### src/design/olle_pkg.sv
// Package for the ordered linked list engine: sizes, command and status codes,
// request and result structs, word conversion functions. No dependencies.
package olle_pkg;
    localparam int CAPACITY   = 32;
    localparam int DATA_WIDTH = 32;
    localparam int IDX_W      = $clog2(CAPACITY + 1);
    localparam int SLOT_W     = $clog2(CAPACITY);
    localparam logic [IDX_W-1:0] NULL_IDX = IDX_W'(CAPACITY);

    localparam logic [3:0] CMD_INS_REAR   = 4'd0;
    localparam logic [3:0] CMD_DEL_FRONT  = 4'd1;
    localparam logic [3:0] CMD_INS_FRONT  = 4'd2;
    localparam logic [3:0] CMD_DEL_REAR   = 4'd3;
    localparam logic [3:0] CMD_READ_ALL   = 4'd4;
    localparam logic [3:0] CMD_INS_BEFORE = 4'd5;
    localparam logic [3:0] CMD_INS_AFTER  = 4'd6;
    localparam logic [3:0] CMD_DEL_KEY    = 4'd7;
    localparam logic [3:0] CMD_CLEAR      = 4'd8;

    localparam logic [1:0] ST_DONE     = 2'd0;
    localparam logic [1:0] ST_EMPTY    = 2'd1;
    localparam logic [1:0] ST_NOT_FOUND = 2'd2;
    localparam logic [1:0] ST_FULL     = 2'd3;

    typedef struct packed {
        logic [3:0]         cmd;
        logic signed [31:0] match_key;
        logic signed [31:0] new_value;
    } t_req;

    typedef struct packed {
        logic [1:0]         status;
        logic signed [31:0] element;
        logic               last_of_run;
        logic [5:0]         length;
    } t_rsp;

    // Narrow a 32-bit input to a stored word.
    function automatic logic [DATA_WIDTH-1:0] narrow(input logic [31:0] x);
        logic [63:0] s;
        s = {{32{x[31]}}, x};
        return s[DATA_WIDTH-1:0];
    endfunction

    // Widen a stored word to the 32-bit result field.
    function automatic logic [31:0] widen(input logic [DATA_WIDTH-1:0] x);
        logic [63:0] s;
        s = {{(64-DATA_WIDTH){x[DATA_WIDTH-1]}}, x};
        return s[31:0];
    endfunction
endpackage

### src/design/olle_ram.sv
// Generic single-port-write, single-read RAM with registered read data.
// No dependencies.
module olle_ram #(
    parameter int WIDTH = 8,
    parameter int DEPTH = 32
) (
    input  logic                     i_clk,
    input  logic                     i_we,
    input  logic [$clog2(DEPTH)-1:0] i_waddr,
    input  logic [WIDTH-1:0]         i_wdata,
    input  logic [$clog2(DEPTH)-1:0] i_raddr,
    output logic [WIDTH-1:0]         o_rdata
);
    logic [WIDTH-1:0] r_mem [DEPTH];

    // Write port and registered read port.
    always_ff @(posedge i_clk) begin
        if (i_we) begin
            r_mem[i_waddr] <= i_wdata;
        end
        o_rdata <= r_mem[i_raddr];
    end
endmodule

### src/design/olle_free_map.sv
// Free-slot map with lowest-free-slot search and element count.
// Depends on olle_pkg.
module olle_free_map
    import olle_pkg::*;
(
    input  logic              i_clk,
    input  logic              i_rst_n,
    input  logic              i_clear,
    input  logic              i_take,
    input  logic              i_give,
    input  logic [SLOT_W-1:0] i_slot,
    output logic [IDX_W-1:0]  o_free_slot,
    output logic [IDX_W-1:0]  o_count
);
    logic [CAPACITY-1:0] r_free;
    logic [IDX_W-1:0]    r_count;

    // Priority search for the lowest free slot.
    always_comb begin
        o_free_slot = NULL_IDX;
        for (int i = CAPACITY - 1; i >= 0; i--) begin
            if (r_free[i]) begin
                o_free_slot = IDX_W'(i);
            end
        end
    end

    assign o_count = r_count;

    // Map and count update.
    always_ff @(posedge i_clk) begin
        if (!i_rst_n || i_clear) begin
            r_free  <= '1;
            r_count <= '0;
        end else if (i_take) begin
            r_free[i_slot] <= 1'b0;
            r_count        <= r_count + 1'b1;
        end else if (i_give) begin
            r_free[i_slot] <= 1'b1;
            r_count        <= r_count - 1'b1;
        end
    end

    ap_take_full: assert property (@(posedge i_clk) disable iff (!i_rst_n)
        i_take |-> r_free[i_slot]) else $error("take of a used slot");
    ap_give_used: assert property (@(posedge i_clk) disable iff (!i_rst_n)
        i_give |-> !r_free[i_slot]) else $error("give of a free slot");
    ap_count_max: assert property (@(posedge i_clk) disable iff (!i_rst_n)
        r_count <= IDX_W'(CAPACITY)) else $error("count overflow");
endmodule

### src/design/ordered_linked_list_engine.sv
// Ordered linked list engine: values and links in two RAMs with registered read data.
// Inserts at either end, clear and empty-list cases answer from the first decision
// step (S_OUT); walks read each link in S_RD and check it in S_CHK, up to CAPACITY links.
// One request in work at a time; read all gives one result per link, and a held
// result stalls the sequencer.
// Synchronous active-low reset empties the list at once; RAMs need no clearing.
// Depends on olle_pkg, olle_ram, olle_free_map.
module ordered_linked_list_engine
    import olle_pkg::*;
(
    input  logic i_clk,
    input  logic i_rst_n,
    input  logic i_valid,
    output logic o_stall,
    input  t_req i_req,
    output logic o_valid,
    input  logic i_stall,
    output t_rsp o_rsp
);
    localparam logic [2:0] S_IDLE = 3'd0;
    localparam logic [2:0] S_RD   = 3'd1;
    localparam logic [2:0] S_CHK  = 3'd2;
    localparam logic [2:0] S_WR   = 3'd3;
    localparam logic [2:0] S_OUT  = 3'd4;

    logic [2:0]            r_state;
    logic [3:0]            r_cmd;
    logic [DATA_WIDTH-1:0] r_key, r_val;
    logic [IDX_W-1:0]      r_head, r_tail, r_cur, r_prev;
    logic [IDX_W-1:0]      r_steps;
    logic                  r_ovalid;
    t_rsp                  r_rsp;

    // RAM ports.
    logic                  val_we, lnk_we;
    logic [SLOT_W-1:0]     val_wa, lnk_wa, rd_a;
    logic [DATA_WIDTH-1:0] val_wd, val_rd;
    logic [IDX_W-1:0]      lnk_wd, lnk_rd;

    logic [IDX_W-1:0] free_slot, count;
    logic             fm_clear, fm_take, fm_give;
    logic [SLOT_W-1:0] fm_slot;

    olle_ram #(.WIDTH(DATA_WIDTH), .DEPTH(CAPACITY)) u_val (
        .i_clk, .i_we(val_we), .i_waddr(val_wa), .i_wdata(val_wd),
        .i_raddr(rd_a), .o_rdata(val_rd));
    olle_ram #(.WIDTH(IDX_W), .DEPTH(CAPACITY)) u_lnk (
        .i_clk, .i_we(lnk_we), .i_waddr(lnk_wa), .i_wdata(lnk_wd),
        .i_raddr(rd_a), .o_rdata(lnk_rd));
    olle_free_map u_fm (
        .i_clk, .i_rst_n, .i_clear(fm_clear), .i_take(fm_take), .i_give(fm_give),
        .i_slot(fm_slot), .o_free_slot(free_slot), .o_count(count));

    assign o_stall = (r_state != S_IDLE);
    assign o_valid = r_ovalid;
    assign o_rsp   = r_rsp;
    assign rd_a    = r_cur[SLOT_W-1:0];

    logic acc, out_free;
    assign acc      = i_valid && !o_stall;
    assign out_free = !r_ovalid || !i_stall;

    logic cur_null, nxt_null, hit, full;
    assign cur_null = (r_cur >= NULL_IDX);
    assign nxt_null = (lnk_rd >= NULL_IDX);
    assign hit      = (val_rd == r_key);
    assign full     = (free_slot >= NULL_IDX);

    // Second write of a two-link update, done in S_WR.
    logic [IDX_W-1:0] r_slot, r_tail_old, r_prev_old;

    logic [2:0]       n_state;
    logic [IDX_W-1:0] n_head, n_tail, n_cur, n_prev, n_steps, n_len;
    logic             emit, emit_last;
    logic [1:0]       emit_st;
    logic [DATA_WIDTH-1:0] emit_el;

    // Command sequencer.
    always_comb begin
        n_state = r_state; n_head = r_head; n_tail = r_tail;
        n_cur = r_cur; n_prev = r_prev; n_steps = r_steps;
        val_we = 1'b0; lnk_we = 1'b0; val_wa = free_slot[SLOT_W-1:0];
        lnk_wa = free_slot[SLOT_W-1:0]; val_wd = r_val; lnk_wd = NULL_IDX;
        fm_clear = 1'b0; fm_take = 1'b0; fm_give = 1'b0; fm_slot = free_slot[SLOT_W-1:0];
        emit = 1'b0; emit_last = 1'b1; emit_st = ST_DONE; emit_el = '0;
        n_len = count;
        unique case (r_state)
            S_IDLE: begin
                if (acc) begin
                    n_cur = r_head; n_prev = NULL_IDX; n_steps = '0;
                    n_state = S_OUT;
                end
            end
            S_OUT: begin
                // First decision step after acceptance.
                if (out_free) begin
                    priority if (r_cmd == CMD_INS_REAR || r_cmd == CMD_INS_FRONT) begin
                        emit = 1'b1;
                        if (full) begin
                            emit_st = ST_FULL; n_state = S_IDLE;
                        end else begin
                            fm_take = 1'b1; val_we = 1'b1; lnk_we = 1'b1;
                            n_len = count + 1'b1;
                            if (r_cmd == CMD_INS_REAR) begin
                                lnk_wd = NULL_IDX;
                                if (r_head >= NULL_IDX) n_head = free_slot;
                                n_tail = free_slot;
                                n_state = (r_tail < NULL_IDX && r_head < NULL_IDX)
                                          ? S_WR : S_IDLE;
                            end else begin
                                lnk_wd = r_head; n_head = free_slot;
                                if (r_tail >= NULL_IDX) n_tail = free_slot;
                                n_state = S_IDLE;
                            end
                        end
                    end else if (r_cmd == CMD_CLEAR) begin
                        emit = 1'b1; fm_clear = 1'b1; n_len = '0;
                        n_head = NULL_IDX; n_tail = NULL_IDX; n_state = S_IDLE;
                    end else if (r_cmd == CMD_DEL_FRONT || r_cmd == CMD_DEL_REAR ||
                                 r_cmd == CMD_READ_ALL || r_cmd == CMD_INS_BEFORE ||
                                 r_cmd == CMD_INS_AFTER || r_cmd == CMD_DEL_KEY) begin
                        if (r_head >= NULL_IDX) begin
                            emit = 1'b1; emit_st = ST_EMPTY; n_state = S_IDLE;
                        end else begin
                            n_state = S_RD;
                        end
                    end else begin
                        emit = 1'b1; n_state = S_IDLE;
                    end
                end
            end
            S_RD: begin
                // RAM read of r_cur in flight.
                n_state = S_CHK;
            end
            S_CHK: begin
                if (out_free) begin
                    n_state = S_RD;
                    n_prev  = r_cur; n_cur = lnk_rd; n_steps = r_steps + 1'b1;
                    unique case (r_cmd)
                        CMD_DEL_FRONT: begin
                            emit = 1'b1; emit_el = val_rd; fm_give = 1'b1;
                            fm_slot = r_cur[SLOT_W-1:0]; n_len = count - 1'b1;
                            n_head = lnk_rd;
                            if (nxt_null) n_tail = NULL_IDX;
                            n_state = S_IDLE;
                        end
                        CMD_DEL_REAR: begin
                            if (nxt_null || r_steps == IDX_W'(CAPACITY - 1)) begin
                                emit = 1'b1; emit_el = val_rd; fm_give = 1'b1;
                                fm_slot = r_cur[SLOT_W-1:0]; n_len = count - 1'b1;
                                n_state = S_IDLE;
                                if (r_prev >= NULL_IDX) begin
                                    n_head = NULL_IDX; n_tail = NULL_IDX;
                                end else begin
                                    lnk_we = 1'b1; lnk_wa = r_prev[SLOT_W-1:0];
                                    lnk_wd = NULL_IDX; n_tail = r_prev;
                                end
                            end
                        end
                        CMD_READ_ALL: begin
                            emit = 1'b1; emit_el = val_rd;
                            emit_last = nxt_null || r_steps == IDX_W'(CAPACITY - 1);
                            if (emit_last) n_state = S_IDLE;
                        end
                        CMD_INS_BEFORE, CMD_INS_AFTER, CMD_DEL_KEY: begin
                            if (hit) begin
                                n_state = S_IDLE; emit = 1'b1;
                                if (r_cmd == CMD_DEL_KEY) begin
                                    emit_el = val_rd; fm_give = 1'b1;
                                    fm_slot = r_cur[SLOT_W-1:0]; n_len = count - 1'b1;
                                    if (r_prev >= NULL_IDX) n_head = lnk_rd;
                                    else begin
                                        lnk_we = 1'b1; lnk_wa = r_prev[SLOT_W-1:0];
                                        lnk_wd = lnk_rd;
                                    end
                                    if (r_tail == r_cur) n_tail = r_prev;
                                end else if (full) begin
                                    emit_st = ST_FULL;
                                end else begin
                                    fm_take = 1'b1; val_we = 1'b1; lnk_we = 1'b1;
                                    n_len = count + 1'b1;
                                    if (r_cmd == CMD_INS_BEFORE) begin
                                        lnk_wd = r_cur;
                                        if (r_prev >= NULL_IDX) n_head = free_slot;
                                        else n_state = S_WR;
                                    end else begin
                                        lnk_wd = lnk_rd;
                                        if (r_tail == r_cur) n_tail = free_slot;
                                        n_state = S_WR;
                                    end
                                end
                            end else if (nxt_null || r_steps == IDX_W'(CAPACITY - 1)) begin
                                emit = 1'b1; emit_st = ST_NOT_FOUND; n_state = S_IDLE;
                            end
                        end
                        default: n_state = S_IDLE;
                    endcase
                end
            end
            S_WR: begin
                // Link the new slot into its predecessor.
                lnk_we = 1'b1; lnk_wd = r_slot;
                unique case (r_cmd)
                    CMD_INS_REAR:   lnk_wa = r_tail_old[SLOT_W-1:0];
                    CMD_INS_BEFORE: lnk_wa = r_prev_old[SLOT_W-1:0];
                    default:        lnk_wa = r_prev_old[SLOT_W-1:0];
                endcase
                n_state = S_IDLE;
            end
            default: n_state = S_IDLE;
        endcase
    end

    // Registers.
    always_ff @(posedge i_clk) begin
        if (!i_rst_n) begin
            r_state <= S_IDLE; r_head <= NULL_IDX; r_tail <= NULL_IDX;
            r_ovalid <= 1'b0;
        end else begin
            r_state <= n_state; r_head <= n_head; r_tail <= n_tail;
            if (emit) r_ovalid <= 1'b1;
            else if (!i_stall) r_ovalid <= 1'b0;
        end
        if (acc) begin
            r_cmd <= i_req.cmd; r_key <= narrow(i_req.match_key);
            r_val <= narrow(i_req.new_value);
        end
        r_cur <= n_cur; r_prev <= n_prev; r_steps <= n_steps;
        if (fm_take) begin
            r_slot <= free_slot; r_tail_old <= r_tail;
            // Insert after links the hit slot to the new slot.
            r_prev_old <= (r_cmd == CMD_INS_AFTER) ? r_cur : r_prev;
        end
        if (emit) begin
            r_rsp.status      <= emit_st;
            r_rsp.element     <= widen(emit_el);
            r_rsp.last_of_run <= emit_last;
            r_rsp.length      <= 6'(n_len);
        end
    end

    ap_emit_free: assert property (@(posedge i_clk) disable iff (!i_rst_n)
        emit |-> out_free) else $error("result overwritten");
    ap_head_tail: assert property (@(posedge i_clk) disable iff (!i_rst_n)
        (r_head >= NULL_IDX) == (r_tail >= NULL_IDX)) else $error("ends disagree");
    ap_empty_cnt: assert property (@(posedge i_clk) disable iff (!i_rst_n)
        (r_head >= NULL_IDX) |-> count == '0) else $error("count on empty list");
endmodule

### config.mk
export PLATFORM = sky130hd
export DESIGN_NAME = ordered_linked_list_engine
export DESIGN_NICKNAME = d
export VERILOG_FILES = /design/src/design/olle_pkg.sv /design/src/design/olle_ram.sv /design/src/design/olle_free_map.sv /design/src/design/ordered_linked_list_engine.sv
export SDC_FILE = /design/constraint.sdc
export NUM_CORES = 1
export LEC_CHECK = 0
export BUFFER_PORTS_ARGS = -buffer_cell sky130_fd_sc_hd__buf_4
export CORE_UTILIZATION = 30
export DETAILED_ROUTE_END_ITERATION = 12
export MAX_ROUTING_LAYER = met4
export PLACE_DENSITY_LB_ADDON = 0.05
export SLEW_MARGIN = 25
export SYNTH_ARGS = -nofsm -noshare
export SYNTH_HDL_FRONTEND = slang
export SYNTH_SLANG_ARGS = --single-unit
### constraint.sdc
create_clock -name i_clk -period 5.9 [get_ports i_clk]
set_input_delay 0.885 -clock i_clk [delete_from_list [all_inputs] [get_ports i_clk]]
set_output_delay 0.885 -clock i_clk [all_outputs]
set_load 0.05 [all_outputs]
==> results.toml, run 1 <==
[synthesis]
synth_warnings = 0
yosysMostFrequentCell = "edfxtp_1"
netlist_area_sq_mm = 0.0570
synth_common_cells = "edfxtp_1 (1,359), mux4_2 (380), clkbuf_1 (110)"
seq_area_frac_synth_pct = 74.8
synthCells = 2745
synthTopCellsByArea = "edfxtp_1 (72%), mux4_2 (15%), dfxtp_1 (3.2%)"
ys_seq_elements = 1451
avgSynthCellArea_sq_um = 20.8
async_flop_share_pct = 0
synth_edf_count = 1359
yosysTopAreaCell = "edfxtp_1"
synth_top_area_share_pct = 71.6
syn_nets = 2820
synth_ff_type = "edfxtp_1"
ys_types = 88

[routing]
via_per_inst = 5.05
drt-initial-drc-count = 2971
finalWirelength_um = 171000
vias = 28600
post-route-drc-count = 8
wl_per_cell_um = 30.2
first_pass_iters = 9
postRouteAntennaNets = 0

[clock_tree]
path_clk_slew_ns = 0.06
cts.path.max_buffers = 3
cts_num_sinks = 1451
post_cts_buffers = 0
cts_root_buf = "clkbuf_16"
clock_latency_ns = 0.81
ctsResizeCount = 0
tritoncts = "done"
h-tree-depth = 4
ctsHoldBuffers = 0
cts_buffers = 168

[timing]
skew_ns = 0.0400
final_max_slew_viol_count = 0
maxSlewHeadroom_pct = 32.2
hold_violations = 0
tightest_slew_ns = 1.01
tns_ns = 0
grt_setup_unrepaired = "no"
period_share_pct = 77.8
setup_viol = 0
clock.fmax_mhz = 218
period_needed_ns = 4.59
hold_ws_ns = 0.245

[die]
fp.dieW_um = 438
io_pins = 115
core-area_sq_mm = 0.188
rows = 159
die_h_um = 438
initial_core_util_pct = 30.3
dieArea_sq_mm = 0.192

[job]
cap_viol_max_count = 0

[power_and_ir_drop]
power_leakage_nw = 21.1
power_density_mw_per_mm2 = 336
ir_drop_v = 0.000208

[cells_and_area]
drive_gt1_share_pct = 32.0
final_cells = 5665
syn_to_final_growth_pct = 19.0
nNetsFinal = 3096
nFillCells = 17400
postLayoutCoreUtil_pct = 36.0

[placement]
numPortBuffers = 114
place_hpwl_um = 103000
gp_congestion = 0.800
placed_cells = 5345

[critical_path]
critPathLaunch = "r_key[11]"
cp.required_ns = 6.41
cp_max_fo = 21
worstRegToRegCells = 8
r2r-end = "u_val.r_mem[3][1]"
startpoint_type = "register"
r2r_slack_ns = 1.31
arrival_ns = 5.10
path_class = "register to register"
r2r-start = "r_key[11]"
cp-end-kind = "register"

[min_path]
holdPathStages = 1
hp-class = "input pin to register"
min_to = "r_val[19]"
hp-start = "i_req[19]"

[outcome]
status = "finished with violations"
violations = "DRC"

[global_route]
grt_max_degree = 105
grt_remaining_overflow = 0
grt_pass1_wl_um = 242000
grt_usage_pct = 18.5
grt_antenna_before_repair = 7
grt_pass1_vias = 30100
[where the power goes]
group / switching [W] / internal, W / leakage (nW)
sequential: 0.0000717 / 0.0113 / 13.1
clock: 0.00430 / 0.00603 / 2.70
combinational: 0.000668 / 0.000413 / 5.34
[sequential cells by signal (all words and copies together), names as in the netlist, named ones only]
register / count
r_prev: 6
o_rsp: 41
r_slot: 6
r_tail_old: 5
r_key: 32
u_fm.o_count: 6
r_head: 6
r_tail: 6
u_val.r_mem: 1024
u_val.o_rdata: 32
o_valid: 1
r_state: 3
r_val: 32
r_cmd: 4
r_cur: 6
r_prev_old: 5
u_lnk.r_mem: 192
u_lnk.o_rdata: 6
r_steps: 6
[through the flow]
stage	total power, W	area, sq um	setup slack [ns]
after floorplan	0.0122	57000	1.54
after global placement	0.0127	62300	1.34
after detailed placement	0.0127	62300	1.27
after CTS	0.0231	67800	1.26
after global routing	0.0236	67800	1.06
final	0.0228	67800	1.31
[per-layer routing]
metal  vias to the layer above  routed length [um]  GRT usage [%]
li1                      12200                   -              -
met1                     15600               74200           23.9
met2                       694               87800           31.0
met3                       195                6460           2.52
met4                         0                2730           4.00
met5                         -                   0              -
[cell type report]
cell class / instances / area, sq um / area share [%]
diodes: 6 / 15.0 / 0.0221
clock buffers: 217 / 4620 / 6.82
clock inverters: 96 / 882 / 1.30
inverters: 17 / 68.8 / 0.101
multi-input cells: 1121 / 14000 / 20.7
flip-flops and latches: 1451 / 42700 / 62.9
well taps: 2495 / 3120 / 4.60
repair buffers: 262 / 2460 / 3.63
[how the worst max path moves through the flow]
| stage | to | slack [ns] | depth (start not counted) |
|---|---|---|---|
| 2_1_floorplan | u_val.r_mem[5][0] | 1.54 | 9 |
| 3_5_place_dp | u_val.r_mem[0][29] | 1.27 | 8 |
| 4_1_cts | u_val.r_mem[3][29] | 1.26 | 8 |
| 6_report | u_val.r_mem[3][1] | 1.31 | 8 |
| 5_1_grt | u_lnk.r_mem[20][2] | 1.06 | 8 |
| 3_3_place_gp | u_val.r_mem[2][16] | 1.34 | 8 |
[critical path: stages (launching register included)]
cell      delay [ns]
edfxtp_1        0.39
xor2_1          0.18
nor4_1          0.44
nand4_2         0.49
or2_0           0.50
o41a_1          0.82
or3_1           0.66
nor2_4          0.50
buf_12          0.26
[placed cells by master, fill, tap and decap left out, types with 26 or more instances in the layout]
cell	count
xor2_1	38
a21oi_1	26
dfxtp_1	92
clkinv_2	34
clkbuf_1	30
nor4_1	29
or3_1	26
clkbuf_16	172
o21ai_0	30
mux4_2	380
clkinv_1	32
buf_4	221
nor2_4	32
nand2_1	65
nor2_1	73
and2_1	43
mux2_2	44
edfxtp_1	1359
buf_12	38
[cells by family (layout without fill, tap and decap cells)]
logic type | count (synthesis) | in the layout | share of synthesized area (%)
AO/OA/AOI/OAI | 224 | 224 | 2.94
XOR/XNOR | 48 | 48 | 0.737
adder cells (fa/ha/maj) | 3 | 3 | 0.0659
buffers and inverters | 173 | 592 | 1.24
flip-flops | 1451 | 1451 | 74.8
multiplexers | 448 | 448 | 16.3
other | 0 | 6 | 0
AND/OR/NAND/NOR | 398 | 398 | 3.90
(Power assumes the default switching activity.)
==> inputs of run 2 (changes only) <==
--- a/config.mk
+++ b/config.mk
@@ -5,6 +5,7 @@
 export SDC_FILE = /design/constraint.sdc
 export NUM_CORES = 1
 export LEC_CHECK = 0
+export ABC_AREA = 1
 export BUFFER_PORTS_ARGS = -buffer_cell sky130_fd_sc_hd__buf_4
 export CORE_UTILIZATION = 30
 export DETAILED_ROUTE_END_ITERATION = 12
==> constraint.sdc (replaced) <==
create_clock -name i_clk -period 4.3 [get_ports i_clk]
set_input_delay 0.645 -clock i_clk [delete_from_list [all_inputs] [get_ports i_clk]]
set_output_delay 0.645 -clock i_clk [all_outputs]
set_load 0.05 [all_outputs]
==> results.toml, run 2 <==
[die]
dieArea_sq_mm = 0.195
io_pins = 115
rows = 160
core-area_sq_mm = 0.191
fp.dieW_um = 441
die_h_um = 441
initial_core_util_pct = 30.3

[synthesis]
yosysMostFrequentCell = "edfxtp_1"
ys_types = 51
synth_edf_count = 1359
synthTopCellsByArea = "edfxtp_1 (71%), o21ai_0 (6.1%), nor2_1 (5.5%)"
seq_area_frac_synth_pct = 73.7
yosysTopAreaCell = "edfxtp_1"
avgSynthCellArea_sq_um = 12.8
syn_nets = 4601
netlist_area_sq_mm = 0.0579
synth_warnings = 0
synthCells = 4526
ys_seq_elements = 1451
synth_ff_type = "edfxtp_1"
synth_common_cells = "edfxtp_1 (1,359), nor2_1 (847), o21ai_0 (708)"
async_flop_share_pct = 0
synth_top_area_share_pct = 70.5

[routing]
postRouteAntennaNets = 0
drt-initial-drc-count = 3330
first_pass_iters = 5
vias = 39000
finalWirelength_um = 208000
post-route-drc-count = 0
wl_per_cell_um = 27.8
via_per_inst = 5.20

[clock_tree]
ctsResizeCount = 0
clock_latency_ns = 0.82
cts_num_sinks = 1451
post_cts_buffers = 0
path_clk_slew_ns = 0.06
tritoncts = "done"
cts_root_buf = "clkbuf_16"
cts_buffers = 166
cts.path.max_buffers = 3
ctsHoldBuffers = 68
h-tree-depth = 4

[critical_path]
arrival_ns = 4.48
path_class = "register to register"
cp.required_ns = 4.81
startpoint_type = "register"
cp-end-kind = "register"
cp_max_fo = 6

[global_route]
grt_pass1_wl_um = 297000
busiest_layer = "met2"
grt_pass1_vias = 38700
grt_antenna_before_repair = 8
grt_remaining_overflow = 0
grt_usage_pct = 21.9
grt_max_degree = 106
globalRouteMet2Util_pct = 34.4
use_met1_pct = 30.3
grtUsageMet3_pct = 2.74

[placement]
numPortBuffers = 114
place_hpwl_um = 130000
preCtsSetupSlack_ns = 0.265
gp_congestion = 0.853

[timing]
clock.fmax_mhz = 252
hold_violations = 0
tightest_slew_ns = 1.05
maxSlewHeadroom_pct = 30.0
period_needed_ns = 3.97
setup_viol = 0
final_max_slew_viol_count = 0
hold_ws_ns = 0.147
fin_ws_ns = 0.328
skew_ns = 0.0342
grt_setup_unrepaired = "no"
period_share_pct = 92.4
tns_ns = 0

[cells_and_area]
most-common-layout-cells = "edfxtp_1 (1,359), nor2_1 (814), o21ai_0 (708)"
nNetsFinal = 4921
largest_register_ffs = 1024
nFillCells = 18500
layout_commonest_cell = "edfxtp_1"
top_register = "u_val.r_mem"
drive_gt1_share_pct = 13.7
syn_to_final_growth_pct = 20.1

[power_and_ir_drop]
power_leakage_nw = 22.6
finalPower_w = 0.0317
power_density_mw_per_mm2 = 457
ir_drop_v = 0.000314

[job]
cap_viol_max_count = 0

[min_path]
hp-class = "input pin to register"

[outcome]
status = "finished, final reports clean"
==> run 2: per-stage QoR <==
stage,cell area (sq um),std cells,util [%]
3_3_place_gp,63800,7121,33.4
3_5_place_dp,63800,7121,33.4
4_1_cts,69500,7490,36.4
6_report,69500,7491,36.4
2_1_floorplan,57900,4526,-
5_1_grt,69500,7490,36.4
==> run 2: report_power, final <==
part	switching, W	internal [W]	total, W	leakage [nW]
clock network	0.00596	0.00754	0.0135	2.47
registers	0.000120	0.0156	0.0157	12.9
logic	0.00186	0.000681	0.00254	7.21
==> run 2: cell families (layout without fill, tap and decap cells) <==
family	after synthesis	in the layout	share of synthesized area, %
xor+xnor	43	43	0.651
other cells	0	1	0
buf+inv	445	898	2.91
flops	1451	1451	73.7
compound gates	1188	1188	12.7
simple gates	1396	1396	9.99
fa+ha+maj	3	3	0.0649
==> run 2: worst max-delay path: stages, from the launching register on <==
cell and delay, ns:
edfxtp_1 0.37, xor2_1 0.16, or4_1 0.55, nor3_1 0.25, nand2_1 0.28, inv_2 0.20, nand2_2 0.14, nand2_1 0.15
inv_1 0.07, o22ai_1 0.10, nand2_1 0.06, o21ai_0 0.08, nand2_1 0.07, o211ai_1 0.28, inv_1 0.12, nor3_1 0.21
nand2_1 0.19, nor2_1 0.19, buf_4 0.18
==> run 2: final timing paths <==
check | startpoint | endpoint | slack [ns] | cells past startpoint
max | r_key[22] | u_lnk.r_mem[16][5] | 0.33 | 18
min | i_rst_n | r_tail[5] | 0.15 | 2
max reg2reg | r_key[22] | u_lnk.r_mem[16][5] | 0.33 | 18
min reg2reg | register | register | 0.46 | 2
==> run 2: final cells by class <==
type                       instances  area [sq um]  area share, %
clock buffer                     214          4350           6.26
clock inverter                    87           709           1.02
inverter                         148           584          0.841
sequential                      1451         42700           61.4
antenna                            1          2.50        0.00360
timing repair buffer             449          4190           6.03
multi-input combinational       2630         13900           20.0
tap                             2511          3140           4.52
==> run 2: layer usage <==
layer	wire length [um]	up-vias
met3	8210	215
met1	97700	20100
met2	98700	954
met5	0	-
li1	-	17700
met4	3820	0
